==> src/design/salg_pkg.sv <==
// package for the string art line generator: widths, register indexes,
// quarter-wave sine table, control word types and the microcode rom
// no dependencies
package salg_pkg;

  // figure geometry
  localparam int ANGLE_STEPS         = 360;
  localparam int TABLE_FRACTION_BITS = 14;

  // field widths
  localparam int RADIUS_W   = 12;
  localparam int STEP_W     = 9;
  localparam int FACTOR_W   = 12;
  localparam int CENTER_W   = 11;
  localparam int PALETTE_W  = 8;
  localparam int COORD_W    = 13;
  localparam int SAMPLE_W   = 16;
  localparam int CFG_DATA_W = 12;
  localparam int CFG_IDX_W  = 3;

  // derived widths
  localparam int ANG_W   = $clog2(ANGLE_STEPS);
  localparam int QTAB_N  = ANGLE_STEPS / 2 + 1;
  localparam int QIDX_W  = $clog2(QTAB_N);
  localparam int FOLD_W  = $clog2(2 * ANGLE_STEPS + 1);
  localparam int AS_W    = $clog2(ANGLE_STEPS + 1);
  localparam int DIV_W   = (AS_W > STEP_W) ? AS_W : STEP_W;
  localparam int LIMIT_W = $clog2(ANGLE_STEPS + 2);
  localparam int SEG_W   = $clog2(2 * ANGLE_STEPS + 3);
  localparam int SUM_W   = ((ANG_W > STEP_W) ? ANG_W : STEP_W) + 1;
  localparam int PROD_W  = RADIUS_W + SAMPLE_W;
  localparam int UPC_W   = 5;

  // configuration register indexes
  localparam logic [CFG_IDX_W-1:0] REG_RADIUS_A     = 3'd0;
  localparam logic [CFG_IDX_W-1:0] REG_RADIUS_B     = 3'd1;
  localparam logic [CFG_IDX_W-1:0] REG_ANGLE_STEP   = 3'd2;
  localparam logic [CFG_IDX_W-1:0] REG_FACTOR_SET   = 3'd3;
  localparam logic [CFG_IDX_W-1:0] REG_CENTER_X     = 3'd4;
  localparam logic [CFG_IDX_W-1:0] REG_CENTER_Y     = 3'd5;
  localparam logic [CFG_IDX_W-1:0] REG_PALETTE_SIZE = 3'd6;

  // register reset values
  localparam logic [STEP_W-1:0]   ANGLE_STEP_RST = 9'd1;
  localparam logic [FACTOR_W-1:0] FACTOR_SET_RST = 12'd585;

  // quarter-wave sine table, built at elaboration from a q30 taylor series
  localparam longint unsigned PI_Q30 = 64'd3373259426;
  localparam longint unsigned TAYLOR_DIV [1:8] =
    '{64'd6, 64'd20, 64'd42, 64'd72, 64'd110, 64'd156, 64'd210, 64'd272};

  typedef logic [SAMPLE_W-1:0] qtab_t [QTAB_N];

  // magnitude of sin at folded half-step k, 0 <= k <= ANGLE_STEPS/2
  function automatic logic [SAMPLE_W-1:0] quarter_sample(int unsigned k);
    longint unsigned x;
    longint unsigned term;
    longint unsigned sum_pos;
    longint unsigned sum_neg;
    longint unsigned r;
    x       = (PI_Q30 * longint'(k)) / ANGLE_STEPS;
    term    = x;
    sum_pos = x;
    sum_neg = 64'd0;
    for (int n = 1; n <= 8; n++) begin
      term = (((term * x) >> 30) * x) >> 30;
      term = term / TAYLOR_DIV[n];
      if (n % 2 == 1) begin
        sum_neg = sum_neg + term;
      end else begin
        sum_pos = sum_pos + term;
      end
    end
    r = (sum_pos > sum_neg) ? sum_pos - sum_neg : 64'd0;
    r = (r + (64'd1 << (29 - TABLE_FRACTION_BITS))) >> (30 - TABLE_FRACTION_BITS);
    return r[SAMPLE_W-1:0];
  endfunction

  function automatic qtab_t build_qtab();
    qtab_t t;
    for (int k = 0; k < QTAB_N; k++) begin
      t[k] = quarter_sample(k);
    end
    return t;
  endfunction

  localparam qtab_t QTAB = build_qtab();

  // sequencer operations
  typedef enum logic [3:0] {
    SQ_NEXT,
    SQ_JUMP,
    SQ_DISPATCH,
    SQ_EMIT,
    SQ_INIT,
    SQ_TEST_B,
    SQ_WAIT_REM,
    SQ_QUOT,
    SQ_WAIT_QUOT
  } seq_op_t;

  // destination of a finished coordinate
  typedef enum logic [1:0] {
    DST_P1X,
    DST_P1Y,
    DST_P2X,
    DST_P2Y
  } point_dst_t;

  // coordinate datapath controls, one field group per stage
  typedef struct packed {
    logic       idx_en;
    logic [1:0] idx_fac;
    logic       idx_cos;
    logic       look_en;
    logic       mul_en;
    logic       mul_rb;
    logic       wr_cy;
  } dp_ctrl_t;

  // one microcode word
  typedef struct packed {
    dp_ctrl_t         dp;
    logic             wr_en;
    point_dst_t       wr_dst;
    seq_op_t          seq;
    logic [UPC_W-1:0] target;
  } ucw_t;

  // program entry points
  localparam logic [UPC_W-1:0] UA_IDLE   = 5'd0;
  localparam logic [UPC_W-1:0] UA_SEG0   = 5'd1;
  localparam logic [UPC_W-1:0] UA_SEG1   = 5'd7;
  localparam logic [UPC_W-1:0] UA_START  = 5'd13;
  localparam logic [UPC_W-1:0] UA_TEST_B = 5'd14;
  localparam logic [UPC_W-1:0] UA_QUOT   = 5'd16;

  // microcode rom
  function automatic ucw_t ucode(logic [UPC_W-1:0] a);
    ucw_t w;
    w        = '0;
    w.seq    = SQ_NEXT;
    w.target = UA_IDLE;
    unique case (a)
      UA_IDLE: begin
        w.seq = SQ_DISPATCH;
      end
      // first segment: new point one, held point two
      UA_SEG0: begin
        w.dp.idx_en  = 1'b1;
        w.dp.idx_fac = 2'd0;
      end
      UA_SEG0 + 5'd1: begin
        w.dp.idx_en  = 1'b1;
        w.dp.idx_fac = 2'd1;
        w.dp.idx_cos = 1'b1;
        w.dp.look_en = 1'b1;
      end
      UA_SEG0 + 5'd2: begin
        w.dp.look_en = 1'b1;
        w.dp.mul_en  = 1'b1;
      end
      UA_SEG0 + 5'd3: begin
        w.dp.mul_en = 1'b1;
        w.dp.mul_rb = 1'b1;
        w.wr_en     = 1'b1;
        w.wr_dst    = DST_P1X;
      end
      UA_SEG0 + 5'd4: begin
        w.dp.wr_cy = 1'b1;
        w.wr_en    = 1'b1;
        w.wr_dst   = DST_P1Y;
      end
      UA_SEG0 + 5'd5: begin
        w.seq = SQ_EMIT;
      end
      // second segment: point one to a new point two
      UA_SEG1: begin
        w.dp.idx_en  = 1'b1;
        w.dp.idx_fac = 2'd2;
      end
      UA_SEG1 + 5'd1: begin
        w.dp.idx_en  = 1'b1;
        w.dp.idx_fac = 2'd3;
        w.dp.idx_cos = 1'b1;
        w.dp.look_en = 1'b1;
      end
      UA_SEG1 + 5'd2: begin
        w.dp.look_en = 1'b1;
        w.dp.mul_en  = 1'b1;
        w.dp.mul_rb  = 1'b1;
      end
      UA_SEG1 + 5'd3: begin
        w.dp.mul_en = 1'b1;
        w.wr_en     = 1'b1;
        w.wr_dst    = DST_P2X;
      end
      UA_SEG1 + 5'd4: begin
        w.dp.wr_cy = 1'b1;
        w.wr_en    = 1'b1;
        w.wr_dst   = DST_P2Y;
      end
      UA_SEG1 + 5'd5: begin
        w.seq = SQ_EMIT;
      end
      // start: euclid on the shared divider, then the loop limit
      UA_START: begin
        w.seq = SQ_INIT;
      end
      UA_TEST_B: begin
        w.seq    = SQ_TEST_B;
        w.target = UA_QUOT;
      end
      UA_TEST_B + 5'd1: begin
        w.seq    = SQ_WAIT_REM;
        w.target = UA_TEST_B;
      end
      UA_QUOT: begin
        w.seq = SQ_QUOT;
      end
      UA_QUOT + 5'd1: begin
        w.seq    = SQ_WAIT_QUOT;
        w.target = UA_IDLE;
      end
      default: begin
        w.seq    = SQ_JUMP;
        w.target = UA_IDLE;
      end
    endcase
    return w;
  endfunction

endpackage

==> src/design/string_art_line_generator_core.sv <==
// top level of the string art line generator: microcode sequencer, state,
// configuration registers and output register; uses salg_pkg, salg_coord, salg_div
//
// usage
// - input channel (in_valid / in_stall, field in_start_req): start_req = 1
//   begins a figure and gives no result; start_req = 0 asks for the next
//   segment and gives one result while a figure is running, none when idle
// - result channel (out_valid / out_stall): two endpoints, colour, mono, last;
//   last marks the final segment, after which segment requests give nothing
// - configuration: cfg_we writes cfg_wdata into register cfg_index; write
//   only while no transaction is in progress
// - one transaction at a time; in_stall is high from acceptance until the
//   sequencer is back at its idle step
// - segment request: the result comes from the four-stage coordinate
//   datapath running two coordinates through the microcode
// - start request: in_stall stays high through the euclid remainder steps
//   and the final quotient; each division is an issue step, then nine bit
//   steps on the shared bit-serial divider and one step to collect the result
// - the output register holds a result until taken; a later result waits in
//   the emit step while the receiver stalls
// - reset (rst_n low, synchronous) clears the figure state and restores
//   register defaults; the sine table is constant and needs no fill
module string_art_line_generator_core (
  input  logic                                  clk,
  input  logic                                  rst_n,
  // configuration
  input  logic                                  cfg_we,
  input  logic [salg_pkg::CFG_IDX_W-1:0]        cfg_index,
  input  logic [salg_pkg::CFG_DATA_W-1:0]       cfg_wdata,
  // request channel
  input  logic                                  in_valid,
  output logic                                  in_stall,
  input  logic                                  in_start_req,
  // segment channel
  output logic                                  out_valid,
  input  logic                                  out_stall,
  output logic signed [salg_pkg::COORD_W-1:0]   out_x_from,
  output logic signed [salg_pkg::COORD_W-1:0]   out_y_from,
  output logic signed [salg_pkg::COORD_W-1:0]   out_x_to,
  output logic signed [salg_pkg::COORD_W-1:0]   out_y_to,
  output logic [salg_pkg::PALETTE_W-1:0]        out_colour_index,
  output logic                                  out_mono,
  output logic                                  out_last
);
  import salg_pkg::*;

  // configuration registers
  logic signed [RADIUS_W-1:0] radius_a_r, radius_a_nxt;
  logic signed [RADIUS_W-1:0] radius_b_r, radius_b_nxt;
  logic [STEP_W-1:0]          angle_step_r, angle_step_nxt;
  logic [FACTOR_W-1:0]        factor_set_r, factor_set_nxt;
  logic [CENTER_W-1:0]        center_x_r, center_x_nxt;
  logic [CENTER_W-1:0]        center_y_r, center_y_nxt;
  logic [PALETTE_W-1:0]       palette_r, palette_nxt;

  // sequencer and figure state
  logic [UPC_W-1:0]   upc_r, upc_nxt;
  logic [ANG_W-1:0]   angle_r, angle_nxt;
  logic [LIMIT_W-1:0] limit_r, limit_nxt;
  logic [SEG_W-1:0]   seg_r, seg_nxt;
  logic               phase_r, phase_nxt;
  logic               active_r, active_nxt;
  logic [PALETTE_W-1:0] colour_r, colour_nxt;
  logic [COORD_W-1:0] p1x_r, p1x_nxt, p1y_r, p1y_nxt;
  logic [COORD_W-1:0] p2x_r, p2x_nxt, p2y_r, p2y_nxt;
  logic [DIV_W-1:0]   a_r, a_nxt, b_r, b_nxt;

  // output register
  logic                 out_valid_r, out_valid_nxt;
  logic [COORD_W-1:0]   ox_from_r, ox_from_nxt, oy_from_r, oy_from_nxt;
  logic [COORD_W-1:0]   ox_to_r, ox_to_nxt, oy_to_r, oy_to_nxt;
  logic [PALETTE_W-1:0] ocol_r, ocol_nxt;
  logic                 omono_r, omono_nxt;
  logic                 olast_r, olast_nxt;

  // datapath links
  ucw_t               uw;
  logic [COORD_W-1:0] coord;
  logic               div_go;
  logic [DIV_W-1:0]   div_dividend;
  logic [DIV_W-1:0]   div_divisor;
  logic               div_busy;
  logic [DIV_W-1:0]   div_quo;
  logic [DIV_W-1:0]   div_rem;
  logic               mono;
  logic [PALETTE_W-1:0] colour_adv;
  logic [SEG_W-1:0]   seg_inc;
  logic               is_last;
  logic [SUM_W-1:0]   angle_sum;

  assign uw = ucode(upc_r);

  salg_coord u_coord (
    .clk        (clk),
    .dp         (uw.dp),
    .angle      (angle_r),
    .factor_set (factor_set_r),
    .radius_a   (radius_a_r),
    .radius_b   (radius_b_r),
    .center_x   (center_x_r),
    .center_y   (center_y_r),
    .coord      (coord)
  );

  salg_div u_div (
    .clk       (clk),
    .rst_n     (rst_n),
    .go        (div_go),
    .dividend  (div_dividend),
    .divisor   (div_divisor),
    .busy      (div_busy),
    .quotient  (div_quo),
    .remainder (div_rem)
  );

  // shared helpers: palette mode, colour rotation, segment count, angle step
  always_comb begin
    mono = (palette_r <= PALETTE_W'(2));
    if ((PALETTE_W + 1)'(colour_r) + (PALETTE_W + 1)'(1) >= (PALETTE_W + 1)'(palette_r)) begin
      colour_adv = '0;
    end else begin
      colour_adv = colour_r + PALETTE_W'(1);
    end
    seg_inc   = seg_r + SEG_W'(1);
    is_last   = (seg_inc >= SEG_W'({limit_r, 1'b0}));
    angle_sum = SUM_W'(angle_r) + SUM_W'(angle_step_r);
    if (angle_sum >= SUM_W'(2 * ANGLE_STEPS)) begin
      angle_sum = angle_sum - SUM_W'(2 * ANGLE_STEPS);
    end else if (angle_sum >= SUM_W'(ANGLE_STEPS)) begin
      angle_sum = angle_sum - SUM_W'(ANGLE_STEPS);
    end
  end

  // sequencer, figure state and configuration writes
  always_comb begin
    radius_a_nxt   = radius_a_r;
    radius_b_nxt   = radius_b_r;
    angle_step_nxt = angle_step_r;
    factor_set_nxt = factor_set_r;
    center_x_nxt   = center_x_r;
    center_y_nxt   = center_y_r;
    palette_nxt    = palette_r;
    upc_nxt        = upc_r;
    angle_nxt      = angle_r;
    limit_nxt      = limit_r;
    seg_nxt        = seg_r;
    phase_nxt      = phase_r;
    active_nxt     = active_r;
    colour_nxt     = colour_r;
    p1x_nxt        = p1x_r;
    p1y_nxt        = p1y_r;
    p2x_nxt        = p2x_r;
    p2y_nxt        = p2y_r;
    a_nxt          = a_r;
    b_nxt          = b_r;
    out_valid_nxt  = out_valid_r;
    ox_from_nxt    = ox_from_r;
    oy_from_nxt    = oy_from_r;
    ox_to_nxt      = ox_to_r;
    oy_to_nxt      = oy_to_r;
    ocol_nxt       = ocol_r;
    omono_nxt      = omono_r;
    olast_nxt      = olast_r;
    div_go         = 1'b0;
    div_dividend   = a_r;
    div_divisor    = b_r;

    // configuration write
    if (cfg_we) begin
      unique case (cfg_index)
        REG_RADIUS_A:     radius_a_nxt   = cfg_wdata[RADIUS_W-1:0];
        REG_RADIUS_B:     radius_b_nxt   = cfg_wdata[RADIUS_W-1:0];
        REG_ANGLE_STEP:   angle_step_nxt = cfg_wdata[STEP_W-1:0];
        REG_FACTOR_SET:   factor_set_nxt = cfg_wdata[FACTOR_W-1:0];
        REG_CENTER_X:     center_x_nxt   = cfg_wdata[CENTER_W-1:0];
        REG_CENTER_Y:     center_y_nxt   = cfg_wdata[CENTER_W-1:0];
        REG_PALETTE_SIZE: palette_nxt    = cfg_wdata[PALETTE_W-1:0];
        default: ;
      endcase
    end

    // result taken by the receiver
    if (out_valid_r && !out_stall) begin
      out_valid_nxt = 1'b0;
    end

    // coordinate write-back
    if (uw.wr_en) begin
      unique case (uw.wr_dst)
        DST_P1X: p1x_nxt = coord;
        DST_P1Y: p1y_nxt = coord;
        DST_P2X: p2x_nxt = coord;
        DST_P2Y: p2y_nxt = coord;
      endcase
    end

    unique case (uw.seq)
      SQ_NEXT: begin
        upc_nxt = upc_r + UPC_W'(1);
      end
      SQ_JUMP: begin
        upc_nxt = uw.target;
      end
      // take a transaction and pick the routine
      SQ_DISPATCH: begin
        if (in_valid) begin
          priority if (in_start_req) begin
            upc_nxt = UA_START;
          end else if (active_r) begin
            upc_nxt = phase_r ? UA_SEG1 : UA_SEG0;
          end else begin
            upc_nxt = UA_IDLE;
          end
        end
      end
      // hand the segment to the output register once it is free
      SQ_EMIT: begin
        if (!(out_valid_r && out_stall)) begin
          out_valid_nxt = 1'b1;
          ox_from_nxt   = p1x_r;
          oy_from_nxt   = p1y_r;
          ox_to_nxt     = p2x_r;
          oy_to_nxt     = p2y_r;
          omono_nxt     = mono;
          ocol_nxt      = mono ? '0 : colour_r;
          olast_nxt     = is_last;
          if (!mono) begin
            colour_nxt = colour_adv;
          end
          seg_nxt = seg_inc;
          if (is_last) begin
            active_nxt = 1'b0;
          end
          if (phase_r) begin
            angle_nxt = angle_sum[ANG_W-1:0];
          end
          phase_nxt = !phase_r;
          upc_nxt   = uw.target;
        end
      end
      // new figure: clear the walk and seed euclid
      SQ_INIT: begin
        angle_nxt  = '0;
        seg_nxt    = '0;
        phase_nxt  = 1'b0;
        active_nxt = 1'b1;
        p2x_nxt    = COORD_W'(center_x_r);
        p2y_nxt    = COORD_W'(center_y_r) + COORD_W'(radius_a_r);
        a_nxt      = DIV_W'(ANGLE_STEPS);
        b_nxt      = DIV_W'(angle_step_r);
        if (!mono) begin
          colour_nxt = colour_adv;
        end
        upc_nxt = upc_r + UPC_W'(1);
      end
      SQ_TEST_B: begin
        if (b_r == '0) begin
          upc_nxt = uw.target;
        end else begin
          div_go  = 1'b1;
          upc_nxt = upc_r + UPC_W'(1);
        end
      end
      SQ_WAIT_REM: begin
        if (!div_busy) begin
          a_nxt   = b_r;
          b_nxt   = div_rem;
          upc_nxt = uw.target;
        end
      end
      SQ_QUOT: begin
        div_go       = 1'b1;
        div_dividend = DIV_W'(ANGLE_STEPS);
        div_divisor  = a_r;
        upc_nxt      = upc_r + UPC_W'(1);
      end
      SQ_WAIT_QUOT: begin
        if (!div_busy) begin
          limit_nxt = LIMIT_W'(div_quo) + LIMIT_W'(1);
          upc_nxt   = uw.target;
        end
      end
      default: begin
        upc_nxt = UA_IDLE;
      end
    endcase
  end

  always_ff @(posedge clk) begin
    if (!rst_n) begin
      radius_a_r   <= '0;
      radius_b_r   <= '0;
      angle_step_r <= ANGLE_STEP_RST;
      factor_set_r <= FACTOR_SET_RST;
      center_x_r   <= '0;
      center_y_r   <= '0;
      palette_r    <= '0;
      upc_r        <= UA_IDLE;
      angle_r      <= '0;
      limit_r      <= '0;
      seg_r        <= '0;
      phase_r      <= 1'b0;
      active_r     <= 1'b0;
      colour_r     <= '0;
      p1x_r        <= '0;
      p1y_r        <= '0;
      p2x_r        <= '0;
      p2y_r        <= '0;
      out_valid_r  <= 1'b0;
    end else begin
      radius_a_r   <= radius_a_nxt;
      radius_b_r   <= radius_b_nxt;
      angle_step_r <= angle_step_nxt;
      factor_set_r <= factor_set_nxt;
      center_x_r   <= center_x_nxt;
      center_y_r   <= center_y_nxt;
      palette_r    <= palette_nxt;
      upc_r        <= upc_nxt;
      angle_r      <= angle_nxt;
      limit_r      <= limit_nxt;
      seg_r        <= seg_nxt;
      phase_r      <= phase_nxt;
      active_r     <= active_nxt;
      colour_r     <= colour_nxt;
      p1x_r        <= p1x_nxt;
      p1y_r        <= p1y_nxt;
      p2x_r        <= p2x_nxt;
      p2y_r        <= p2y_nxt;
      out_valid_r  <= out_valid_nxt;
    end
    a_r       <= a_nxt;
    b_r       <= b_nxt;
    ox_from_r <= ox_from_nxt;
    oy_from_r <= oy_from_nxt;
    ox_to_r   <= ox_to_nxt;
    oy_to_r   <= oy_to_nxt;
    ocol_r    <= ocol_nxt;
    omono_r   <= omono_nxt;
    olast_r   <= olast_nxt;
  end

  // ports
  assign in_stall         = (upc_r != UA_IDLE);
  assign out_valid        = out_valid_r;
  assign out_x_from       = ox_from_r;
  assign out_y_from       = oy_from_r;
  assign out_x_to         = ox_to_r;
  assign out_y_to         = oy_to_r;
  assign out_colour_index = ocol_r;
  assign out_mono         = omono_r;
  assign out_last         = olast_r;

endmodule

==> src/design/salg_div.sv <==
// iterative restoring divider, one quotient bit per cycle
// depends on salg_pkg for the operand width
module salg_div (
  input  logic                       clk,
  input  logic                       rst_n,
  input  logic                       go,
  input  logic [salg_pkg::DIV_W-1:0] dividend,
  input  logic [salg_pkg::DIV_W-1:0] divisor,
  output logic                       busy,
  output logic [salg_pkg::DIV_W-1:0] quotient,
  output logic [salg_pkg::DIV_W-1:0] remainder
);
  import salg_pkg::*;

  localparam int CNT_W = $clog2(DIV_W + 1);

  logic               busy_r, busy_nxt;
  logic [CNT_W-1:0]   cnt_r, cnt_nxt;
  logic [DIV_W-1:0]   rem_r, rem_nxt;
  logic [DIV_W-1:0]   quo_r, quo_nxt;
  logic [DIV_W-1:0]   den_r, den_nxt;
  logic [DIV_W:0]     shifted;
  logic               fits;

  // one shift and trial subtract per cycle
  always_comb begin
    shifted  = {rem_r, quo_r[DIV_W-1]};
    fits     = (shifted >= {1'b0, den_r});
    busy_nxt = busy_r;
    cnt_nxt  = cnt_r;
    rem_nxt  = rem_r;
    quo_nxt  = quo_r;
    den_nxt  = den_r;
    if (go) begin
      busy_nxt = 1'b1;
      cnt_nxt  = CNT_W'(DIV_W);
      rem_nxt  = '0;
      quo_nxt  = dividend;
      den_nxt  = divisor;
    end else if (busy_r) begin
      rem_nxt = fits ? DIV_W'(shifted - {1'b0, den_r}) : shifted[DIV_W-1:0];
      quo_nxt = {quo_r[DIV_W-2:0], fits};
      cnt_nxt = cnt_r - CNT_W'(1);
      if (cnt_r == CNT_W'(1)) begin
        busy_nxt = 1'b0;
      end
    end
  end

  always_ff @(posedge clk) begin
    if (!rst_n) begin
      busy_r <= 1'b0;
      cnt_r  <= '0;
    end else begin
      busy_r <= busy_nxt;
      cnt_r  <= cnt_nxt;
    end
    rem_r <= rem_nxt;
    quo_r <= quo_nxt;
    den_r <= den_nxt;
  end

  assign busy      = busy_r;
  assign quotient  = quo_r;
  assign remainder = rem_r;

endmodule

==> src/design/salg_coord.sv <==
// coordinate datapath: table index, sine lookup, radius multiply, centre add
// the index, lookup and multiply stages are each enabled by their own field of the microcode word; uses salg_pkg
module salg_coord (
  input  logic                              clk,
  input  salg_pkg::dp_ctrl_t                dp,
  input  logic [salg_pkg::ANG_W-1:0]        angle,
  input  logic [salg_pkg::FACTOR_W-1:0]     factor_set,
  input  logic signed [salg_pkg::RADIUS_W-1:0] radius_a,
  input  logic signed [salg_pkg::RADIUS_W-1:0] radius_b,
  input  logic [salg_pkg::CENTER_W-1:0]     center_x,
  input  logic [salg_pkg::CENTER_W-1:0]     center_y,
  output logic [salg_pkg::COORD_W-1:0]      coord
);
  import salg_pkg::*;

  localparam int AP_W = ANG_W + 3;

  logic [2:0]                  raw;
  logic [2:0]                  mag;
  logic [AP_W-1:0]             ap;
  logic [AP_W-1:0]             ap_red;
  logic [ANG_W-1:0]            sin_idx;
  logic [ANG_W:0]              cos_sum;
  logic [ANG_W-1:0]            idx_r, idx_nxt;
  logic [FOLD_W-1:0]           k0, k1, k2;
  logic                        half_neg;
  logic [SAMPLE_W-1:0]         qmag;
  logic signed [SAMPLE_W-1:0]  samp_r, samp_nxt;
  logic signed [RADIUS_W-1:0]  rad;
  logic signed [PROD_W-1:0]    prod_r, prod_nxt;
  logic signed [PROD_W-1:0]    biased;
  logic signed [PROD_W-1:0]    scaled;
  logic [CENTER_W-1:0]         centre;

  // index stage: (angle * f) mod steps, negative factors mirrored
  always_comb begin
    unique case (dp.idx_fac)
      2'd0:    raw = factor_set[2:0];
      2'd1:    raw = factor_set[5:3];
      2'd2:    raw = factor_set[8:6];
      default: raw = factor_set[11:9];
    endcase
    mag = raw[2] ? 3'(4'd8 - {1'b0, raw}) : raw;
    ap  = AP_W'(angle) * AP_W'(mag);
    priority if (ap >= AP_W'(3 * ANGLE_STEPS)) begin
      ap_red = ap - AP_W'(3 * ANGLE_STEPS);
    end else if (ap >= AP_W'(2 * ANGLE_STEPS)) begin
      ap_red = ap - AP_W'(2 * ANGLE_STEPS);
    end else if (ap >= AP_W'(ANGLE_STEPS)) begin
      ap_red = ap - AP_W'(ANGLE_STEPS);
    end else begin
      ap_red = ap;
    end
    sin_idx = ap_red[ANG_W-1:0];
    if (raw[2] && (sin_idx != '0)) begin
      sin_idx = ANG_W'(ANGLE_STEPS) - sin_idx;
    end
    // cosine reads a quarter turn further on
    cos_sum = (ANG_W + 1)'(sin_idx) + (ANG_W + 1)'(ANGLE_STEPS / 4);
    if (cos_sum >= (ANG_W + 1)'(ANGLE_STEPS)) begin
      cos_sum = cos_sum - (ANG_W + 1)'(ANGLE_STEPS);
    end
    idx_nxt = dp.idx_en ? (dp.idx_cos ? cos_sum[ANG_W-1:0] : sin_idx) : idx_r;
  end

  // lookup stage: fold the index onto the quarter-wave table
  always_comb begin
    k0       = FOLD_W'({idx_r, 1'b0});
    half_neg = (k0 > FOLD_W'(ANGLE_STEPS));
    k1       = half_neg ? FOLD_W'(2 * ANGLE_STEPS) - k0 : k0;
    if ({k1, 1'b0} > (FOLD_W + 1)'(ANGLE_STEPS)) begin
      k2 = FOLD_W'(ANGLE_STEPS) - k1;
    end else begin
      k2 = k1;
    end
    qmag     = QTAB[k2[QIDX_W-1:0]];
    samp_nxt = dp.look_en ? (half_neg ? -$signed(qmag) : $signed(qmag)) : samp_r;
  end

  // multiply stage
  always_comb begin
    rad      = dp.mul_rb ? radius_b : radius_a;
    prod_nxt = dp.mul_en ? rad * samp_r : prod_r;
  end

  // write stage: scale back truncating toward zero, add the centre
  always_comb begin
    biased = prod_r + (prod_r[PROD_W-1] ? PROD_W'((1 << TABLE_FRACTION_BITS) - 1)
                                        : PROD_W'(0));
    scaled = biased >>> TABLE_FRACTION_BITS;
    centre = dp.wr_cy ? center_y : center_x;
    coord  = COORD_W'(centre) + scaled[COORD_W-1:0];
  end

  always_ff @(posedge clk) begin
    idx_r  <= idx_nxt;
    samp_r <= samp_nxt;
    prod_r <= prod_nxt;
  end

endmodule

==> config.mk <==
export PLATFORM = sky130hd
export DESIGN_NAME = string_art_line_generator_core
export DESIGN_NICKNAME = d
export VERILOG_FILES = /design/src/design/salg_pkg.sv /design/src/design/string_art_line_generator_core.sv /design/src/design/salg_div.sv /design/src/design/salg_coord.sv
export SDC_FILE = /design/constraint.sdc
export NUM_CORES = 1
export LEC_CHECK = 0
export BUFFER_PORTS_ARGS = -buffer_cell sky130_fd_sc_hd__buf_4
export CORE_UTILIZATION = 60
export DETAILED_ROUTE_END_ITERATION = 8
export PLACE_DENSITY = 0.77
export SYNTH_ARGS = -nofsm -noshare
export SYNTH_HDL_FRONTEND = slang
export SYNTH_HIERARCHICAL = 1
export SYNTH_SLANG_ARGS = --single-unit
==> constraint.sdc <==
create_clock -name clk -period 16.2 [get_ports clk]
set_clock_uncertainty 0.2 [all_clocks]
set_input_delay 0 -clock clk [delete_from_list [all_inputs] [get_ports clk]]
set_output_delay 0 -clock clk [all_outputs]
set_load 0.05 [all_outputs]
Word-level counts from Yosys, hierarchy flattened
Memory sizes are Yosys's and may differ from the RTL's.
Cells that the tools add are included.
Word-level totals
  bits in registers: 336
  latch bits: 0
  bits in writable memories: 0
  bits in read-only memories: 4096
  input bits: 21
  logic and storage cells: 247
  memories: 1
Operators by class
  add/subtract/negate cells: 23
  multipliers: 2
  div/mod/pow operators: 0
  magnitude comparators: 13
  eq/ne operators: 43
  shift operators: 0
  multiplexer cells: 74
  bitwise logic cells: 4
  reduce and logical (&&, ||, !) cells: 49
Memories
  (no name shown): words 256, bits a word 16, read ports 1, clocked after memory_dff 0, wr ports 0, RTL line salg_coord.sv:76  | qmag = QTAB[k2[QIDX_W-1:0]];
Operators by type and width (count)
  $mux 9: 17
  $pmux 9 s2: 3
  $mux 16: 3
  $mux 11: 4
  $eq 5x4->1 const B: 8
  $mux 13: 3
  $mux 8: 4
  $pmux 4 s8: 1
  $reduce_and 2->1: 16
  $pmux 5 s6: 1
  $mul 12x16->28: 1
  $add 27x27->27: 1
  $sub 9x9->9 const B: 3
  $pmux 3 s4: 2
  $eq 5x3->1 const B: 4
  $ge 10x9->1 const B: 2
  $mux 10: 2
  $mux 5: 4
  $pmux 10 s2: 1
  $sub 9x8->9 const B: 2
  $eq 4x3->1 const B: 4
  $neg 16->16: 1
  $pmux 8 s2: 1
  $mux 1: 15
  64 further kinds: 105

Longest topological paths before layout
Gate-level depths: netlist of run 1.
  depth after elaboration: 18
  gate-level depth with buffers: 44

By module
Netlist of run 1, hierarchy kept.
By module, submodules not included
  salg_coord: times used 1, cells each 1734, area each 14679.1 µm², sequential area each 1591.5 µm²
  string_art_line_generator_core: times used 1, cells each 1284, area each 12256.8 µm², sequential area each 5825.6 µm²
  salg_div: times used 1, cells each 165, area each 1829.3 µm², sequential area each 820.8 µm²

Least setup slack after synthesis of run 1
Ideal clock, no wire load.
  path kind: reg-to-reg
  start point: register upc_r[0]
  end point: register u_coord.idx_r[4] (data pin)
  library setup time: 0.270 ns
  arrival time: 8.847 ns
  required time: 15.730 ns
  path slack: 6.883 ns
  stages on the path, launching flop included: 41
  clock period less this slack: 9.317 ns
  cell sequence: dfxtp_1 -> inv_1 -> ha_1 -> buf_4 -> nand2_1 -> a211oi_1 -> mux4_2 -> buf_6 -> inv_1 -> ha_1 -> and2_1 -> clkbuf_1 -> nand2_1 -> fa_1 -> inv_1 -> ha_1 -> a211oi_1 -> nor2_1 -> [5 not listed] -> o21a_1 -> mux2i_1 -> o221a_2 -> xnor2_2 -> nor4_4 -> nand2_1 -> nand2_1 -> mux2_2 -> ha_1 -> buf_1 -> nand4_1 -> a21oi_1 -> or4_4 -> o32ai_4 -> o32ai_4 -> or3_1 -> a21oi_1 -> a21oi_1
RTL lines
  from (decl): RTL line string_art_line_generator_core.sv:57  | logic [UPC_W-1:0] upc_r, upc_nxt;
  from (signal assigned): RTL line string_art_line_generator_core.sv:318  | upc_r <= upc_nxt;
  to (signal assigned): RTL line salg_coord.sv:96  | idx_r <= idx_nxt;
  to (decl): RTL line salg_coord.sv:24  | logic [ANG_W-1:0] idx_r, idx_nxt;

==> results.sh, run 1 <==
export IMPL_outcome="finished clean"
export IMPL_start_util=0.613
export IMPL_antenna_found_initial=0
export IMPL_post_place_ws_ns=5.72
export IMPL_clk_pin_slew_ns=0.06
export IMPL_cts_sinks=336
export IMPL_ys_top_cells_by_area="edfxtp_1 16%, fa_1 13%, dfxtp_1 13%, ha_1 7.7%, nand2_1 6.4%"
export IMPL_synth_largest_area_cell="edfxtp_1"
export IMPL_grt_pass1_wl_mm=119
export IMPL_period_share=0.657
export IMPL_rrSetupSlack_ns=5.56
export IMPL_cellPowerDensity_nw_per_um2=154
export IMPL_path_class="reg -> reg"
export IMPL_wl_per_cell_um=18.9
export IMPL_vdd_ir_drop_max_uv=427
export IMPL_fp_row_count=79
export IMPL_rr_endpoint="u_coord/idx_r[4]"
export IMPL_port_buffers=84
export IMPL_tritoncts="yes"
export IMPL_hold_path_cell_count=4
export IMPL_syn_cell_area_um2=28800
export IMPL_ys_warn_count=6
export IMPL_hold_class="in -> reg"
export IMPL_grtUsageMet2=0.501
export IMPL_die_y_um=221
export IMPL_finish_utilization=0.666
export IMPL_gp_congestion=0.901
export IMPL_cp_slowest_cell="a211oi_2"
export IMPL_synthSimpleGateAreaFrac=0.185
export IMPL_vias=23500
export IMPL_netlist_area_leader_share=0.158
export IMPL_relSlewSlack=0.233
export IMPL_dieArea_um2=48800
export IMPL_clock_path_buffers=3
export IMPL_slew_violations=0
export IMPL_yosys_most_used_dff="dfxtp_1"
export IMPL_drt_initial_drc_count=2076
export IMPL_crit_fanout=14
export IMPL_ant_nets=0
export IMPL_io_pins=85
export IMPL_crit_path_start_kind="flip-flop"
export IMPL_ys_ff_latch=336
export IMPL_rsz0062_at_grt="false"
export IMPL_synth_mux_area_frac=0.0411
export IMPL_p_int_w=0.00253
export IMPL_die_width_um=221
export IMPL_antenna_diode_count=0
export IMPL_fill_cells=3686
export IMPL_grt_pass1_vias=23100
export IMPL_fin_crit_ns=10.64
export IMPL_grt_use_met3=0.0365
export IMPL_holdPathEnd="out_valid"
export IMPL_p_leak_nw=13.5
export IMPL_crit_arrival_ns=10.73
export IMPL_finalPower_w=0.00481
export IMPL_finalSetupTns_ns=0
export IMPL_worstMarginPinSlew_ns=1.15
export IMPL_grtUsageTotal=0.297
export IMPL_core_um2=47000
export IMPL_ys_types=127
export IMPL_dp_cells=3756
export IMPL_grt_max_degree=92
export IMPL_r2r_start="upc_r[0]"
export IMPL_synth_edff_count=151
export IMPL_async_flop_share=0
export IMPL_dpl_hpwl_mm=53.7
export IMPL_crit_buf_inv=5
export IMPL_synth_xor_area_frac=0.0425
export IMPL_r2r_cells=37
export IMPL_syn_nets=3572
export IMPL_cts_made_buffers=38
export IMPL_combinationalPowerShare=0.563
export IMPL_maxCapViolations=0
export IMPL_final_cells=3851
export IMPL_wirelength_mm=72.8
export IMPL_grtUsageMet1=0.399
export IMPL_cp_top_family="compound AO/OA/AOI/OAI gates"
export IMPL_synth_compound_area_frac=0.170
export IMPL_drcViolationCount=0
export IMPL_vias_per_cell=6.10
export IMPL_drt_pass1_iter_count=6
export IMPL_grt_ovfl_total=0
export IMPL_cp_required_ns=16.29
export IMPL_min_from="out_stall"
export IMPL_syn_area_per_cell_um2=9.04
export IMPL_fmax_ghz=0.0940
export IMPL_ys_seq_area_frac=0.286
export IMPL_setup_violations=0
export IMPL_drive_above_1_share=0.103
export IMPL_synth_top_family_by_area="adder cells"
export IMPL_power_switching_w=0.00228
export IMPL_pwr_share_clk=0.184
export IMPL_nNetsFinal=3604
export IMPL_clk_latency_ns=0.56
export IMPL_hold_viol_final=0
export IMPL_max_stage_delay_ns=0.99
export IMPL_area_growth_pct=8.71
export IMPL_busiest_layer="met2"
export IMPL_power_switching_share=0.473
export IMPL_layout_setup_ws_ns=5.56
export IMPL_root_buffer="clkbuf_16"
export IMPL_syn_inst=3183
export IMPL_cp_end_kind="flip-flop"
export IMPL_seqPwrFrac=0.253
export IMPL_synth_adder_area_share=0.210
export IMPL_ctsHtreeMaxLevel=2
## layout by cell type (no fill, tap or decap), types with 26 or more instances in the layout
master | synthesis | layout
a21boi_0 | 97 | 97
a21o_1 | 37 | 37
a21oi_1 | 116 | 115
and2_1 | 40 | 40
and3_1 | 30 | 30
buf_4 | 4 | 111
clkbuf_16 | 0 | 39
dfxtp_1 | 185 | 185
dlygate4sd3_1 | 0 | 26
edfxtp_1 | 151 | 151
fa_1 | 190 | 190
ha_1 | 178 | 178
inv_1 | 314 | 314
mux2_2 | 51 | 51
mux2i_1 | 56 | 56
nand2_1 | 488 | 488
nand2b_1 | 39 | 39
nand3_1 | 83 | 82
nor2_1 | 140 | 139
nor2b_1 | 81 | 81
nor3_1 | 46 | 46
o211a_1 | 32 | 32
o21ai_0 | 101 | 100
or2_2 | 26 | 26
xnor2_1 | 89 | 89
xor2_1 | 45 | 45
## cell families after synthesis
| kind of cell | after synthesis |
|---|---|
| buffers and inverters | 465 |
| adder cells (fa/ha/maj) | 370 |
| AO/OA/AOI/OAI | 677 |
| AND/OR/NAND/NOR | 1089 |
| flip-flops | 336 |
| XOR/XNOR | 137 |
| multiplexers | 109 |
## synth_stat cells (45+ instances only)
cell      instances
a21boi_0         97
a21oi_1         116
clkbuf_1         97
dfxtp_1         185
edfxtp_1        151
fa_1            190
ha_1            178
inv_1           314
mux2_2           51
mux2i_1          56
nand2_1         488
nand3_1          83
nor2_1          140
nor2b_1          81
nor3_1           46
o21ai_0         101
xnor2_1          89
xor2_1           45
## power groups by stage
stage | registers, W | clock network [W] | logic (W)
floorplan | 0.00114 | 0 | 0.00206
global placement | 0.00123 | 0 | 0.00257
detailed placement | 0.00123 | 0 | 0.00261
CTS | 0.00121 | 0.000895 | 0.00263
global route | 0.00123 | 0.000926 | 0.00291
finish | 0.00122 | 0.000887 | 0.00271
## what timing repair did
item	CTS	global route
buffers inserted	0	0
resized for setup	0	0
hold buffers	26	0
endpoints found under the hold margin	90	0
## metal layers
metal  share of wire  routed length, um
met1            0.43              31600
met2            0.48              34900
met3           0.062               4490
met4           0.024               1770
met5               0                  0
## cell type report
cell class | instances | area, um^2 | area share
Clock inverter | 19 | 205 | 0.00656
Sequential cell | 336 | 8240 | 0.263
Timing Repair Buffer | 137 | 1090 | 0.0350
Clock buffer | 50 | 1080 | 0.0345
Multi-Input combinational cell | 2382 | 18700 | 0.598
Tap cell | 607 | 759 | 0.0243
Inverter | 320 | 1200 | 0.0384
## registers in the layout, summed over array words and instances (netlist names), 11 cells and up
name and cells:
p2y_r 13, factor_set_r 12, p2x_r 13, out_x_to 13, center_x_r 11, radius_b_r 12
out_y_to 13, radius_a_r 12, u_coord/prod_r 28, p1x_r 13, center_y_r 11, p1y_r 13
out_y_from 13, out_x_from 13, u_coord/samp_r 16
## per-stage QoR
step                area, um^2  hold slack (ns)
finish                   31300           0.0847
global route             31300            0.123
CTS                      31300           0.0645
detailed placement       29700            0.105
global placement         29700           0.0948
floorplan                28800          -0.0825
## worst reg2reg max path: cells and delay by family, from the launching register on
kind                     cells  cell delay [ns]
multiplexers                 3             1.26
flip-flops                   1             0.36
XOR/XNOR                     2             0.69
AND/OR/NAND/NOR             10             2.18
buffers and inverters        5             0.65
adder cells (fa/ha/maj)      6             1.92
AO/OA/AOI/OAI               11             3.14
## how the worst max path moves through the flow
stage / from / endpoint / depth (start not counted)
3_3_place_gp: upc_r[0] / u_coord/idx_r[4] / 37
2_1_floorplan: upc_r[0] / u_coord/idx_r[4] / 40
3_5_place_dp: upc_r[0] / u_coord/idx_r[4] / 37
5_1_grt: upc_r[0] / u_coord/idx_r[4] / 37
6_report: upc_r[0] / u_coord/idx_r[4] / 37
4_1_cts: upc_r[0] / u_coord/idx_r[4] / 37
(Power assumes the default switching activity.)
==> run 2: changes to the inputs <==
- CORE_UTILIZATION: 60 -> 58
- PLACE_DENSITY: 0.77 -> 0.78
- clock period: 16.2 -> 9.4 ns (I/O delays scaled with it)
==> results.sh, run 2 (synthesized netlist as in run 1, its figures left out) <==
export IMPL_vias_per_cell=6.03
export IMPL_fmax_ghz=0.112
export IMPL_gp_congestion=0.921
export IMPL_maxCapViolations=0
export IMPL_start_util=0.588
export IMPL_fill_cells=3880
export IMPL_cp_required_ns=9.48
export IMPL_largest_register="u_coord/prod_r"
export IMPL_setup_violations=0
export IMPL_port_buffers=84
export IMPL_ctsHtreeMaxLevel=2
export IMPL_p_leak_nw=13.6
export IMPL_worstMarginPinSlew_ns=1.28
export IMPL_fp_row_count=81
export IMPL_seqCellArea_um2=8240
export IMPL_relSlewSlack=0.142
export IMPL_vdd_ir_drop_max_uv=490
export IMPL_layout_commonest_cell="nand2_1"
export IMPL_multi_input_area_um2=18800
export IMPL_cts_made_buffers=36
export IMPL_finish_instance_area_um2=31500
export IMPL_cts_sinks=336
export IMPL_vias=23700
export IMPL_dieArea_um2=50500
export IMPL_tritoncts="yes"
export IMPL_finish_utilization=0.643
export IMPL_post_place_ws_ns=0.0280
export IMPL_antenna_found_initial=0
export IMPL_antenna_diode_count=0
export IMPL_largest_reg_flops=28
export IMPL_wirelength_mm=73.5
export IMPL_crit_arrival_ns=9.05
export IMPL_postPlaceCellArea_um2=29900
export IMPL_core_um2=49000
export IMPL_drt_pass1_iter_count=6
export IMPL_reg_top3="u_coord/prod_r: 28 flops, u_coord/samp_r: 16 flops"
export IMPL_dp_cells=3829
export IMPL_grt_pass1_wl_mm=118
export IMPL_layout_common_cells="488 x nand2_1, 314 x inv_1, 190 x fa_1"
export IMPL_area_growth_pct=9.41
export IMPL_hold_viol_final=0
export IMPL_cellPowerDensity_nw_per_um2=262
export IMPL_wl_per_cell_um=18.7
export IMPL_drt_initial_drc_count=2132
export IMPL_die_width_um=225
export IMPL_grt_pass1_vias=23500
export IMPL_ant_nets=0
export IMPL_drive_above_1_share=0.113
export IMPL_nNetsFinal=3624
export IMPL_outcome="finished clean"
export IMPL_clock_path_buffers=3
export IMPL_root_buffer="clkbuf_16"
export IMPL_slew_violations=0
export IMPL_grt_ovfl_total=0
export IMPL_cp_end_kind="flip-flop"
export IMPL_crit_fanout=7
export IMPL_drcViolationCount=0
export IMPL_cp_slowest_cell="mux4_1"
export IMPL_layout_setup_ws_ns=0.432
export IMPL_die_y_um=225
export IMPL_clk_pin_slew_ns=0.06
export IMPL_io_pins=85
export IMPL_max_stage_delay_ns=0.60
export IMPL_grtUsageTotal=0.288
export IMPL_period_share=0.954
export IMPL_hold_class="in -> reg"
export IMPL_final_cells=3927
export IMPL_grt_max_degree=99
export IMPL_dpl_hpwl_mm=53.3
export IMPL_path_class="reg -> reg"
export IMPL_clk_latency_ns=0.55
export IMPL_fin_crit_ns=8.97
export IMPL_crit_path_start_kind="flip-flop"
[run 2: where the power goes]
part	internal, W	switching [W]
logic	0.00166	0.00309
registers	0.00183	0.000255
clock network	0.000795	0.000616
total	0.00429	0.00396
[run 2: routing by layer]
metal | vias to the layer above | share of wire | global-route usage
met2 | 978 | 0.47 | 0.486
met3 | 178 | 0.068 | 0.0381
met4 | 0 | 0.032 | 0.102
li1 | 11100 | - | -
met5 | - | 0 | 0
met1 | 11500 | 0.43 | 0.380
[run 2: area by class of cell]
cell class              count  area share
clock inverters            20     0.00644
flip-flops and latches    336       0.262
clock buffers              46      0.0305
multi-input cells        2382       0.597
well taps                 664      0.0264
repair buffers            159      0.0400
inverters                 320      0.0382
[run 2: worst paths after layout]
| check | endpoint | cells after the start | slack, ns | start |
|---|---|---|---|---|
| max | u_coord/idx_r[4] | 35 | 0.43 | upc_r[0] |
| max reg2reg | u_coord/idx_r[4] | 35 | 0.43 | upc_r[0] |
| min reg2reg | out_y_from[5] | 0 | 0.23 | p1y_r[5] |
| min | upc_r[0] | 6 | 0.08 | in_valid |
[run 2: metrics by stage]
stage,power [W],setup TNS [ns],hold slack [ns]
6_report,0.00825,0,0.0804
3_3_place_gp,0.00656,0,0.0862
2_1_floorplan,0.00551,0,-0.0825
4_1_cts,0.00811,0,0.0620
5_1_grt,0.00872,-0.0486,0.144
3_5_place_dp,0.00666,0,0.103
[run 2: what timing repair did]
| action | in CTS | in global routing |
|---|---|---|
| endpoints found under the hold margin | 86 | 0 |
| buffers inserted | 0 | 6 |
| gates resized for setup | 0 | 19 |
| hold buffers | 26 | 0 |
| endpoints found under the setup margin | 0 | 6 |
[run 2: worst max-delay path, delay by kind of cell, from the launching register on]
family                   cells  cell delay, ns
AO/OA/AOI/OAI               11            2.57
AND/OR/NAND/NOR             11            2.40
adder cells (fa/ha/maj)      6            1.76
multiplexers                 3            1.03
flip-flops                   1            0.37
buffers and inverters        4            0.34
